### src/hw/rtl/nlp_pkg.sv
`timescale 1ns / 1ps
// ----------------------------------------------------------------------------
// nlp_pkg
// Types, character codes and digit decoding for the numeric literal parser.
// ----------------------------------------------------------------------------
package nlp_pkg;

    // Parse phase of the literal being read
    typedef enum logic [2:0] {
        PH_START = 3'd0,  // start of literal
        PH_SIGN  = 3'd1,  // after '-'
        PH_ZERO  = 3'd2,  // after a leading '0'
        PH_DEC   = 3'd3,  // decimal digits
        PH_HEXP  = 3'd4,  // after "0x"
        PH_HEX   = 3'd5,  // hex digits
        PH_BINP  = 3'd6,  // after "0b"
        PH_BIN   = 3'd7   // binary digits
    } t_phase;

    // Form of the literal recognised so far
    typedef enum logic [1:0] {
        RADIX_DEC = 2'd0,
        RADIX_HEX = 2'd1,
        RADIX_BIN = 2'd2
    } t_radix;

    localparam logic [7:0] CH_MINUS = 8'h2D;  // '-'
    localparam logic [7:0] CH_ZERO  = 8'h30;  // '0'
    localparam logic [7:0] CH_ONE   = 8'h31;  // '1'
    localparam logic [7:0] CH_NINE  = 8'h39;  // '9'
    localparam logic [7:0] CH_UA    = 8'h41;  // 'A'
    localparam logic [7:0] CH_UF    = 8'h46;  // 'F'
    localparam logic [7:0] CH_LA    = 8'h61;  // 'a'
    localparam logic [7:0] CH_LB    = 8'h62;  // 'b'
    localparam logic [7:0] CH_LF    = 8'h66;  // 'f'
    localparam logic [7:0] CH_LX    = 8'h78;  // 'x'

    // Decode a hex digit: bit 4 flags a legal digit, bits 3:0 carry its value
    function automatic logic [4:0] hex_digit(input logic [7:0] c);
        logic [4:0] res;
        res = 5'd0;
        if (c >= CH_ZERO && c <= CH_NINE) begin
            res = {1'b1, c[3:0]};
        end else if ((c >= CH_LA && c <= CH_LF) || (c >= CH_UA && c <= CH_UF)) begin
            res = {1'b1, 4'(c[3:0] + 4'd9)};
        end
        return res;
    endfunction

endpackage

### src/hw/rtl/numeric_literal_parser_unit.sv
`timescale 1ns / 1ps
// ----------------------------------------------------------------------------
// numeric_literal_parser_unit
// Parses decimal, 0x hex and 0b binary number literals one character a request.
// ----------------------------------------------------------------------------
// Usage:
//   Input channel (i_in_valid / o_in_ready) carries one ASCII character per
//   request, with i_last_char marking the final character of a literal.
//   Output channel (o_out_valid / i_out_ready) carries one result per literal:
//   the signed value (0 when invalid), the valid flag, the radix seen and the
//   overflow flag. Characters other than the last produce no result.
//   Path: a request taken sits in the input register; when it advances it is
//   folded into the parse state and, if last, its result is loaded into the
//   result register. Throughput: one character per cycle, set by the single
//   shift-add that folds a digit into the accumulator between the input and
//   result registers, except while a last character waits on a held result.
//   Stall: while a result waits, non-last characters keep flowing; a last
//   character holds in the input register until the result slot frees.
//   Reset: clears both registers' valid bits and returns the parse state to
//   the start of a literal with a zero accumulator.
//   After each result the parse state returns to its reset values.
// ----------------------------------------------------------------------------
module numeric_literal_parser_unit #(
    parameter int VALUE_BITS = 32
) (
    input  logic                  i_clk,
    input  logic                  i_rst_n,
    input  logic                  i_in_valid,
    output logic                  o_in_ready,
    input  logic [7:0]            i_char_code,
    input  logic                  i_last_char,
    output logic                  o_out_valid,
    input  logic                  i_out_ready,
    output logic signed [31:0]    o_value,
    output logic                  o_valid_res,
    output logic [1:0]            o_radix_kind,
    output logic                  o_overflow
);
    import nlp_pkg::*;

    // Fold width: acc*16 + 15 always fits in four more bits
    localparam int SW = VALUE_BITS + 4;

    // Input register
    logic                  r_in_valid;
    logic [7:0]            r_char;
    logic                  r_last;

    // Parse state
    t_phase                r_phase,    n_phase;
    logic [VALUE_BITS-1:0] r_acc,      n_acc;
    logic                  r_neg,      n_neg;
    t_radix                r_radix,    n_radix;
    logic                  r_err,      n_err;
    logic                  r_ovf,      n_ovf;

    // Result register
    logic                  r_out_valid;
    logic signed [31:0]    r_value,    n_value;
    logic                  r_valid_res, n_valid_res;
    t_radix                r_radix_out;
    logic                  r_ovf_out,  n_ovf_out;

    logic                  adv;
    logic                  is_dec;
    logic [4:0]            hex_dec;
    logic                  want_fold;
    logic [1:0]            fold_sel;   // 0 decimal, 1 hex, 2 binary
    logic [3:0]            fold_d;
    logic [SW-1:0]         acc_ext;
    logic [SW-1:0]         prod;
    logic [SW-1:0]         fold_sum;
    logic signed [VALUE_BITS-1:0] v_s;

    // Advance when a character is held and its result (if any) has room
    assign adv        = r_in_valid && (!r_last || !r_out_valid || i_out_ready);
    assign o_in_ready = !r_in_valid || adv;

    assign is_dec  = (r_char >= CH_ZERO) && (r_char <= CH_NINE);
    assign hex_dec = hex_digit(r_char);

    // Single digit fold: acc*radix + d, with radix chosen by shifts
    assign acc_ext = SW'(r_acc);
    always_comb begin
        unique case (fold_sel)
            2'd1:    prod = acc_ext << 4;
            2'd2:    prod = acc_ext << 1;
            default: prod = (acc_ext << 3) + (acc_ext << 1);
        endcase
    end
    assign fold_sum = prod + SW'(fold_d);

    // Character step
    always_comb begin
        n_phase   = r_phase;
        n_neg     = r_neg;
        n_radix   = r_radix;
        n_err     = r_err;
        want_fold = 1'b0;
        fold_sel  = 2'd0;
        fold_d    = r_char[3:0];

        if (!r_err) begin
            unique case (r_phase)
                PH_START: begin
                    if (r_char == CH_MINUS) begin
                        n_neg   = 1'b1;
                        n_phase = PH_SIGN;
                    end else if (r_char == CH_ZERO) begin
                        n_phase = PH_ZERO;
                    end else if (is_dec) begin
                        want_fold = 1'b1;
                        n_phase   = PH_DEC;
                    end else begin
                        n_err = 1'b1;
                    end
                end
                PH_SIGN: begin
                    if (r_char == CH_ZERO) begin
                        n_phase = PH_ZERO;
                    end else if (is_dec) begin
                        want_fold = 1'b1;
                        n_phase   = PH_DEC;
                    end else begin
                        n_err = 1'b1;
                    end
                end
                PH_ZERO: begin
                    if (r_char == CH_LX) begin
                        n_radix = RADIX_HEX;
                        n_phase = PH_HEXP;
                    end else if (r_char == CH_LB) begin
                        n_radix = RADIX_BIN;
                        // negative binary is not a legal form
                        if (r_neg) n_err = 1'b1;
                        else       n_phase = PH_BINP;
                    end else if (is_dec) begin
                        want_fold = 1'b1;
                        n_phase   = PH_DEC;
                    end else begin
                        n_err = 1'b1;
                    end
                end
                PH_DEC: begin
                    if (is_dec) want_fold = 1'b1;
                    else        n_err     = 1'b1;
                end
                PH_HEXP, PH_HEX: begin
                    fold_sel = 2'd1;
                    fold_d   = hex_dec[3:0];
                    if (hex_dec[4]) begin
                        want_fold = 1'b1;
                        n_phase   = PH_HEX;
                    end else begin
                        n_err = 1'b1;
                    end
                end
                default: begin
                    fold_sel = 2'd2;
                    if (r_char == CH_ZERO || r_char == CH_ONE) begin
                        want_fold = 1'b1;
                        n_phase   = PH_BIN;
                    end else begin
                        n_err = 1'b1;
                    end
                end
            endcase
        end

        n_acc = want_fold ? fold_sum[VALUE_BITS-1:0] : r_acc;
        // overflow when anything spills above the value width
        n_ovf = r_ovf || (want_fold && (fold_sum[SW-1:VALUE_BITS] != '0));

        n_valid_res = !n_err && (n_phase == PH_ZERO || n_phase == PH_DEC ||
                                 n_phase == PH_HEX  || n_phase == PH_BIN);
        v_s       = n_neg ? $signed(-n_acc) : $signed(n_acc);
        // sign-extend (or cut) the accumulator to the 32-bit result
        n_value   = n_valid_res ? 32'(v_s) : '0;
        n_ovf_out = n_valid_res && n_ovf;
    end

    // Control and state registers
    always_ff @(posedge i_clk) begin
        if (!i_rst_n) begin
            r_in_valid  <= 1'b0;
            r_out_valid <= 1'b0;
            r_phase     <= PH_START;
            r_acc       <= '0;
            r_neg       <= 1'b0;
            r_radix     <= RADIX_DEC;
            r_err       <= 1'b0;
            r_ovf       <= 1'b0;
        end else begin
            // take a new request or drop the one just advanced
            if (o_in_ready) r_in_valid <= i_in_valid;
            else if (adv)   r_in_valid <= 1'b0;

            if (adv && r_last)                r_out_valid <= 1'b1;
            else if (r_out_valid && i_out_ready) r_out_valid <= 1'b0;

            if (adv) begin
                if (r_last) begin
                    // literal finished: back to the start
                    r_phase <= PH_START;
                    r_acc   <= '0;
                    r_neg   <= 1'b0;
                    r_radix <= RADIX_DEC;
                    r_err   <= 1'b0;
                    r_ovf   <= 1'b0;
                end else begin
                    r_phase <= n_phase;
                    r_acc   <= n_acc;
                    r_neg   <= n_neg;
                    r_radix <= n_radix;
                    r_err   <= n_err;
                    r_ovf   <= n_ovf;
                end
            end
        end
    end

    // Payload registers
    always_ff @(posedge i_clk) begin
        if (o_in_ready && i_in_valid) begin
            r_char <= i_char_code;
            r_last <= i_last_char;
        end
        if (adv && r_last) begin
            r_value     <= n_value;
            r_valid_res <= n_valid_res;
            r_radix_out <= n_radix;
            r_ovf_out   <= n_ovf_out;
        end
    end

    assign o_out_valid  = r_out_valid;
    assign o_value      = r_value;
    assign o_valid_res  = r_valid_res;
    assign o_radix_kind = r_radix_out;
    assign o_overflow   = r_ovf_out;

    // Assertions
    a_invalid_zero : assert property (@(posedge i_clk) disable iff (!i_rst_n)
        (r_out_valid && !r_valid_res) |-> (r_value == '0 && !r_ovf_out))
        else $error("invalid literal result carries a value or overflow");

    a_reset_after_last : assert property (@(posedge i_clk) disable iff (!i_rst_n)
        (adv && r_last) |=> (r_phase == PH_START && r_acc == '0 && !r_err))
        else $error("parse state not cleared after a literal ended");

    a_last_holds : assert property (@(posedge i_clk) disable iff (!i_rst_n)
        (r_in_valid && r_last && r_out_valid && !i_out_ready) |-> !o_in_ready)
        else $error("last character advanced over a waiting result");

endmodule

### config.mk
export PLATFORM = sky130hd
export DESIGN_NAME = numeric_literal_parser_unit
export DESIGN_NICKNAME = d
export VERILOG_FILES = /design/src/hw/rtl/nlp_pkg.sv /design/src/hw/rtl/numeric_literal_parser_unit.sv
export SDC_FILE = /design/constraint.sdc
export NUM_CORES = 1
export LEC_CHECK = 0
export ABC_AREA = 1
export BUFFER_PORTS_ARGS = -buffer_cell sky130_fd_sc_hd__buf_2
export CAP_MARGIN = 0
export CORE_ASPECT_RATIO = 1.25
export CORE_UTILIZATION = 50
export DETAILED_ROUTE_END_ITERATION = 8
export GPL_TIMING_DRIVEN = 0
export PLACE_DENSITY_LB_ADDON = 0.12
export SYNTH_ARGS = -nofsm -noshare
export SYNTH_HDL_FRONTEND = slang
export SYNTH_SLANG_ARGS = --single-unit
### constraint.sdc
create_clock -name i_clk -period 10.22 [get_ports i_clk]
set_clock_uncertainty 0.1 [all_clocks]
set_input_delay 2.044 -clock i_clk [delete_from_list [all_inputs] [get_ports i_clk]]
set_output_delay 2.044 -clock i_clk [all_outputs]
set_load 0.02 [all_outputs]
# After elaboration in Yosys (flattened, before gate mapping)
# Cells that the tools add are included.
[totals]
register_bits = 87
[classes]
n_addsub = 4
magnitude_cmp = 6
eq_ne = 16
mux = 55
n_reduce_logical = 29
[ops]
columns = ["operator", "count"]
rows = [
  ["2-to-1 mux 32 bit", 3],
  ["case mux 36 bit (2 select lines)", 1],
  ["adder 35 x 33 -> 36 bit", 1],
  ["adder 36 x 4 -> 36 bit", 1],
  ["negation 32 bit", 1],
  ["2-to-1 mux 3 bit", 10],
  ["2-to-1 mux 1 bit", 27],
  ["equality test 8 x 6 -> 1 bit, second input constant", 3],
  ["equality test 8 x 7 -> 1 bit, second input constant", 2],
  [">= comparator 8 x 7 -> 1 bit, second input constant", 2],
  ["<= comparator 8 x 7 -> 1 bit, second input constant", 2],
  ["case mux 3 bit (5 select lines)", 1],
  ["equality test 3 x 2 -> 1 bit, second input constant", 4],
  ["equality test 3 bit, second input constant", 4],
  ["2-to-1 mux 2 bit", 6],
  ["logical AND 1 bit", 10],
  ["2-to-1 mux 5 bit", 2],
  ["case mux 1 bit (5 select lines)", 2],
  ["logical OR 1 bit", 9],
  [">= comparator 8 x 6 -> 1 bit, second input constant", 1],
  ["<= comparator 8 x 6 -> 1 bit, second input constant", 1],
  ["2-to-1 mux 4 bit", 2],
  ["adder 4 bit, second input constant", 1],
  ["zero test 1 bit", 4],
  ["other kinds (9)", 10],
]

# Depth between registers and ports, before layout
# Gate-level depths: netlist of the first run.
[depth]
depth_word = 14
mapped_depth = 35

# Worst setup path before layout of the first run
# OpenSTA, ideal clock, no wires.
[synth_timing]
path_type = "input port to output port"
startpoint = "input i_out_ready"
endpoint = "output o_in_ready"
arrival_ps = 2411
slack_ps = 5665
stages = 2
path_buffers = 0
cell_sequence = "nor2_1 -> nand3_1"
[synth_via]
elab_chain_len = 3
[synth_rtl]
columns = ["item", "line", "rtl"]
rows = [
  ["start: declaration", "numeric_literal_parser_unit.sv:33", "input logic i_out_ready,"],
  ["logical OR 1 bit", "numeric_literal_parser_unit.sv:76", "assign adv = r_in_valid && (!r_last || !r_out_valid || i_out_ready);"],
  ["logical AND 1 bit", "numeric_literal_parser_unit.sv:76", ""],
  ["logical OR 1 bit", "numeric_literal_parser_unit.sv:77", "assign o_in_ready = !r_in_valid || adv;"],
  ["end: declaration", "numeric_literal_parser_unit.sv:29", "output logic o_in_ready,"],
]
# No other way between the ends.

# Worst setup path after layout of the first run
# Same ends and word-level chain as after synthesis.

==> qor.yml, run 1 <==
cts:
  ctsRootBufferMaster: "clkbuf_16"
  cts-resized-gates: 0
  cts_tree: "built"
  clkSlewWorstSetupHoldPaths_ps: 60
  post_cts_buffers: 0
  htreeDepth: 3
  cts_buffers: 9
  cts_sinks: 87
  cts_buffer_depth: 2
  clk_latency_ps: 350
  cts_hold_buf: 0
yosys:
  synth_ff_type: "edfxtp_1"
  synth_cell_types: 53
  synth_edf_count: 45
  yosysWarnings: 0
  synth-async-reset-ratio_pct: 0
  syn_avg_cell_area_sq_um: 5.929
  synth-seq-cells: 87
  syn-num-nets: 1616
  syn-instance-count: 1563
  synthesis.area_sq_um: 9266
  seq_area_frac_synth_pct: 23.66
routing:
  drt_iter0_markers: 760
  drtAntennaViolNets: 0
  routed-wl-met3_mm: 1.417
  num_vias: 10080
  drt-pass1-iter-count: 5
  vias_per_cell: 5.426
  drc: 0
  wl_per_cell_um: 14.85
  highest_layer: "met4"
  wl_met2_mm: 12.67
  wl_met1_mm: 12.66
  drt-total-wl_mm: 27.59
power:
  power.total_mw: 0.8022
  ir_drop_mv: 0.1605
  power.density_nw_per_um2: 79.19
  leakagePower_nw: 4.993
setup_path:
  cp_max_fo: 3
  crit_required_ps: 8080
  worstReg2RegStart: "r_err$_SDFFE_PN0P_"
  reg2reg_to: "o_value[21]$_SDFFCE_PN0P_"
  r2r_cells: 27
  crit_start: "i_out_ready"
  cp.arrival_ps: 2650
  worstSetupPathType: "in2out"
  crit_slowest_cell: "buf_2"
  cp-start-kind: "input port"
  cp-end-kind: "primary output"
  path_buf_inv: 2
  critical-path-top-delay-family: "simple AND/OR/NAND/NOR gates"
  cp-endpoint: "o_in_ready"
  crit_path_cell_trace: "buf_2, nor2_1, nand3_1, buf_2"
  cp_common_cell: "buf_2"
  crit_cells: 4
  ff2ff_setup_slack_ps: 5490
  cpPeakStageDelay_ps: 190
global_route:
  grt_pass1_vias: 9459
  grt.total_usage_pct: 30.27
  grt_first_pass_wirelength_mm: 45.64
  antenna_found_initial: 0
  grt.overflow.total: 0
  grt_max_degree: 38
layout:
  area_delta_synth_final_pct: 9.317
  final_common_cell: "nand2_1"
  final_cell_mix: "nand2_1 (579), inv_1 (190), nand3_1 (164), nor2_1 (133), a21oi_1 (94)"
  num_antenna_cells: 0
  drive_above_1_share_pct: 10.98
  fillCellCount: 1891
  fin_nets: 1678
place:
  portBuffers: 50
  place_congestion: 0.9436
  hpwl_mm: 22.15
sta:
  timing.setup.tns_ps: 0
  worstMarginPinSlew_ps: 732.3
  max_slew_margin_pct: 51.18
  layout_min_cycle_time_ps: 4792
  hold_violations: 0
  post-route-period-util_pct: 46.89
  final-setup-viol-count: 0
  max_clock_freq_mhz: 208.7
  drv_slew: 0
  rsz0062_at_grt: "no"
die:
  die-area_sq_um: 19080
  die_h_um: 154.2
  boundaryPins: 51
  initial_core_util_pct: 51.20
  fp.dieW_um: 123.8
  coreArea_sq_um: 18100
  row_count: 55
status:
  outcome: "complete, no violations"
hold_path:
  min_path_type: "reg2reg"
run:
  cap_violations: 0
-- cell usage after synthesis, drive strengths merged (2+ instances only) --
master	number	share of area (%)
dfxtp	42	9.1
a21oi	94	5.1
a31oi	2	0.14
o21ai	51	3.0
nor4	2	0.14
ha	38	5.1
nand2	603	25
nor3b	3	0.30
o21bai	4	0.45
fa	2	0.43
nor3	11	0.84
a211oi	2	0.16
nand3	176	10
xor2	3	0.28
o22ai	7	0.47
nor2	158	7.6
o21a	4	0.32
nand4	37	2.5
a22oi	18	1.5
or2	10	0.68
clkinv	2	0.081
inv	201	8.2
edfxtp	45	15
o211ai	5	0.41
clkbuf	11	0.45
buf	24	1.9
-- layout make-up --
type,instances,area [sq um],share of cell area (%)
Inverter,203,767.0,7.572
Timing Repair Buffer,51,277.8,2.742
Buffer,35,215.2,2.125
Clock inverter,5,57.56,0.5682
Tap cell,228,285.3,2.816
Multi-Input combinational cell,1238,6092,60.14
Sequential cell,87,2192,21.64
Clock buffer,11,242.7,2.396
-- worst register-to-register path, cell delays in order, from the launching register on --
cell     delay, ps
dfxtp_1        570
inv_4          170
nand2_8        130
buf_6          150
buf_4          200
buf_4          190
buf_2          280
nand2_1         80
o21ai_0        130
ha_1           260
nand3_1        120
nand2_1        140
nand2_4         70
nor2_4         100
nand3_2        100
nor2_4         120
nand2_1         70
nor2_1         160
nand3_1         90
nand3_1        100
nand2_1        140
nor2_2         170
nand4_1        150
nor2_2         210
inv_1          100
o21ai_1        160
nand2_1         70
nor3b_2        150
-- metrics by stage --
step / hold slack (ps) / std cells / cell area [sq um] / worst slack (ps) / utilization, %
finish: 369.7 / 1858 / 10130 / 5428 / 55.97
detailed placement: 365.4 / 1841 / 9802 / 5451 / 54.16
global placement: 353.7 / 1841 / 9802 / 5443 / 54.16
global route: 391.0 / 1858 / 10130 / 4937 / 55.97
floorplan: 344.6 / 1563 / 9266 / 5665 / -
CTS: 371.9 / 1857 / 10100 / 5443 / 55.82
-- metal layers --
layer	GRT usage, %	vias up
met2	49.81	335
met5	0	-
met4	10.61	0
met3	2.876	44
li1	-	5213
met1	40.87	4490
-- where the power goes --
group | total (mW) | switching, mW | internal [mW]
logic | 0.0950 | 0.0677 | 0.0273
clock network | 0.329 | 0.133 | 0.196
registers | 0.378 | 0.00520 | 0.373
total | 0.802 | 0.206 | 0.596
-- sequential cells by signal (all words and copies together) (netlist names), 2 cells and up --
signal and count:
o_value 32, r_phase 3, r_acc 32, r_radix 2, r_char 8, o_radix_kind 2
-- worst min-delay path by stage --
| stage | start | end | slack, ps | cells after the start |
|---|---|---|---|---|
| final | r_radix[0]$_SDFFE_PN0P_ | r_radix[0]$_SDFFE_PN0P_ | 370 | 2 |
| after global routing | r_radix[0]$_SDFFE_PN0P_ | r_radix[0]$_SDFFE_PN0P_ | 390 | 2 |
| after CTS | r_radix[0]$_SDFFE_PN0P_ | r_radix[0]$_SDFFE_PN0P_ | 370 | 2 |
| after detailed placement | r_radix[0]$_SDFFE_PN0P_ | r_radix[0]$_SDFFE_PN0P_ | 370 | 2 |
| after global placement | r_ovf$_SDFFE_PN0P_ | r_ovf$_SDFFE_PN0P_ | 350 | 2 |
| after floorplan | r_ovf$_SDFFE_PN0P_ | r_ovf$_SDFFE_PN0P_ | 340 | 2 |
-- cell families after synthesis --
logic type                 Yosys count  synth area share (%)
and+or+nand+nor                   1001                 47.73
buffers and inverters              238                 10.60
AOI/OAI and AO/OA                  193                 12.07
DFF                                 87                 23.66
adders and majority gates           40                 5.563
xor gates and xnor gates             4                0.3781
Power figures use the tool's default switching activity.
==> run 2: changes to the inputs <==
==> constraint.sdc (replaced) <==
create_clock -name i_clk -period 4.85 [get_ports i_clk]
set_clock_uncertainty 0.1 [all_clocks]
set_input_delay 0.97 -clock i_clk [delete_from_list [all_inputs] [get_ports i_clk]]
set_output_delay 0.97 -clock i_clk [all_outputs]
set_load 0.02 [all_outputs]
==> qor.yml, run 2 (synthesis gave the netlist of run 1 again) <==
place:
  place_congestion: 0.9436  # unchanged
  hpwl_mm: 22.15  # unchanged
  portBuffers: 50  # unchanged
routing:
  drt_iter0_markers: 808  # was 760
  drc: 0  # unchanged
  drtAntennaViolNets: 0  # unchanged
  vias_per_cell: 5.423  # was 5.426
  drt-total-wl_mm: 27.67  # was 27.59 mm
  drt-pass1-iter-count: 5  # unchanged
  wl_per_cell_um: 14.88  # was 14.85 um
  num_vias: 10090  # was 10.08k
sta:
  max_slew_margin_pct: 51.22  # was 51.18%
  post-route-period-util_pct: 91.98
  rsz0062_at_grt: "no"  # unchanged
  final-setup-viol-count: 0  # unchanged
  max_clock_freq_mhz: 224.2
  timing.setup.tns_ps: 0  # unchanged
  drv_slew: 0  # unchanged
  hold_ws_ps: 370.9  # was 369.7 ps
  hold_violations: 0  # unchanged
  worstMarginPinSlew_ps: 731.7  # was 732.3 ps
  layout_min_cycle_time_ps: 4461
die:
  fp.dieW_um: 123.8  # unchanged
  initial_core_util_pct: 51.20  # unchanged
  coreArea_sq_um: 18100  # unchanged
  row_count: 55  # unchanged
  die-area_sq_um: 19080  # unchanged
  die_h_um: 154.2  # unchanged
  boundaryPins: 51  # unchanged
power:
  ir_drop_mv: 0.3387  # was 0.1605 mV
  power.density_nw_per_um2: 166.4  # was 79.19 nW/um^2
  leakagePower_nw: 5.012  # was 4.993 nW
setup_path:
  path_buf_inv: 4  # was 2
  cp-start-kind: "flop"  # was input port
  crit_required_ps: 4850  # was 8080 ps
  cp_common_cell: "nand2_1"  # was buf_2
  cp-end-kind: "flop"  # was primary output
  critical-path-top-delay-family: "simple AND/OR/NAND/NOR gates"  # unchanged
  cp.arrival_ps: 4460  # was 2650 ps
  crit_start: "r_char[0]$_DFFE_PP_"  # was i_out_ready
  ff2ff_setup_slack_ps: 390  # was 5490 ps
  crit_slowest_cell: "edfxtp_1"  # was buf_2
  cpPeakStageDelay_ps: 440  # was 190 ps
  worstSetupPathType: "reg2reg"  # was in2out
  cp_max_fo: 7  # was 3
  worstReg2RegStart: "r_char[0]$_DFFE_PP_"  # was r_err$_SDFFE_PN0P_
cts:
  clkSlewWorstSetupHoldPaths_ps: 60  # about the same
  cts_buffer_depth: 2  # unchanged
  ctsRootBufferMaster: "clkbuf_16"  # unchanged
  cts_tree: "built"  # unchanged
  cts_buffers: 9  # unchanged
  htreeDepth: 3  # unchanged
  cts_sinks: 87  # unchanged
  clk_latency_ps: 350  # about the same
global_route:
  antenna_found_initial: 0  # unchanged
  grt.total_usage_pct: 30.27  # unchanged
  grt_pass1_vias: 9459  # unchanged
  grt.overflow.total: 0  # unchanged
  grt_max_degree: 38  # unchanged
  grt_first_pass_wirelength_mm: 45.64  # unchanged
layout:
  final_cell_mix: "nand2_1 (575), inv_1 (187), nand3_1 (164), nor2_1 (128), a21oi_1 (93)"  # was nand2_1 (579), inv_1 (190), nand3_1 (164), nor2_1 (133), a21oi_1 (94)
  drive_above_1_share_pct: 12.19  # was 10.98%
  area_delta_synth_final_pct: 10.14  # was 9.317%
  final_core_util_pct: 56.39  # was 55.97%
  num_antenna_cells: 0  # unchanged
  final_common_cell: "nand2_1"  # unchanged
  fin_nets: 1680  # was 1678
hold_path:
  min_path_type: "reg2reg"  # unchanged
  min-delay-start: "r_radix[0]$_SDFFE_PN0P_"  # unchanged
run:
  cap_violations: 0  # unchanged
status:
  outcome: "complete, no violations"  # unchanged
[run 2: cell types whose count changed in the layout (fill, tap and decap cells not counted), moves of 2 or more]
cell     delta
ha_2        +2
inv_1       -3
nand2_2     +3
buf_4       +3
nor2_4      +3
nor2_2      +2
inv_2       +3
ha_1        -2
nor2_1      -5
nand2_1     -4
[run 2: area by class of cell]
type	count	area, sq um
Buffer	34	210.2
Clock buffer	11	242.7
Clock inverter	5	57.56
Fill cell	1879	7893
Inverter	203	767.0
Multi-Input combinational cell	1238	6150
Sequential cell	87	2193
Tap cell	228	285.3
Timing Repair Buffer	54	300.3
[run 2: per-layer routing]
| metal | up-vias | routed length, um | global-route usage, % | share of wire (%) |
|---|---|---|---|---|
| met5 | - | 0 | 0 | 0 |
| met4 | 0 | 831 | 10.61 | 3.0 |
| met3 | 44 | 1467 | 2.876 | 5.3 |
| met2 | 325 | 12780 | 49.81 | 46 |
| met1 | 4500 | 12600 | 40.87 | 46 |
| li1 | 5218 | - | - | - |
[run 2: tightest hold or removal path: stages, from the launching register on]
cell	delay [ps]
dfxtp_1	310
nand2_1	60
a21oi_1	60
[run 2: worst paths after layout]
check | endpoint | cells after the start
worst min-delay path | r_radix[0]$_SDFFE_PN0P_ | 2
worst max register to register | o_value[24]$_SDFFCE_PN0P_ | 32
worst min register to register | r_radix[0]$_SDFFE_PN0P_ | 2
worst max-delay path | o_value[24]$_SDFFCE_PN0P_ | 32
[run 2: where the power goes]
part           switching [mW]  internal (mW)  leakage (nW)
Sequential             0.0112          0.786         0.763
Clock                   0.280          0.413         0.149
Combinational           0.146         0.0617          4.10
Total                   0.438           1.26          5.01
[run 2: what timing repair did]
item | CTS | global route
setup endpoints to repair | 0 | 21
gates resized for setup | 0 | 23
buffers inserted | 0 | 3
hold buffers | 0 | 0
[run 2: stage by stage]
stage               power, mW  setup slack, ps  instance area, sq um  instances
CTS                     1.696            167.7                 10100       1857
global route            1.760           0.5889                 10210       1860
floorplan              0.9518            923.1                  9266       1563
detailed placement      1.007            196.1                  9802       1841
global placement        1.005            226.2                  9802       1841
finish                  1.699            388.7                 10210       1860
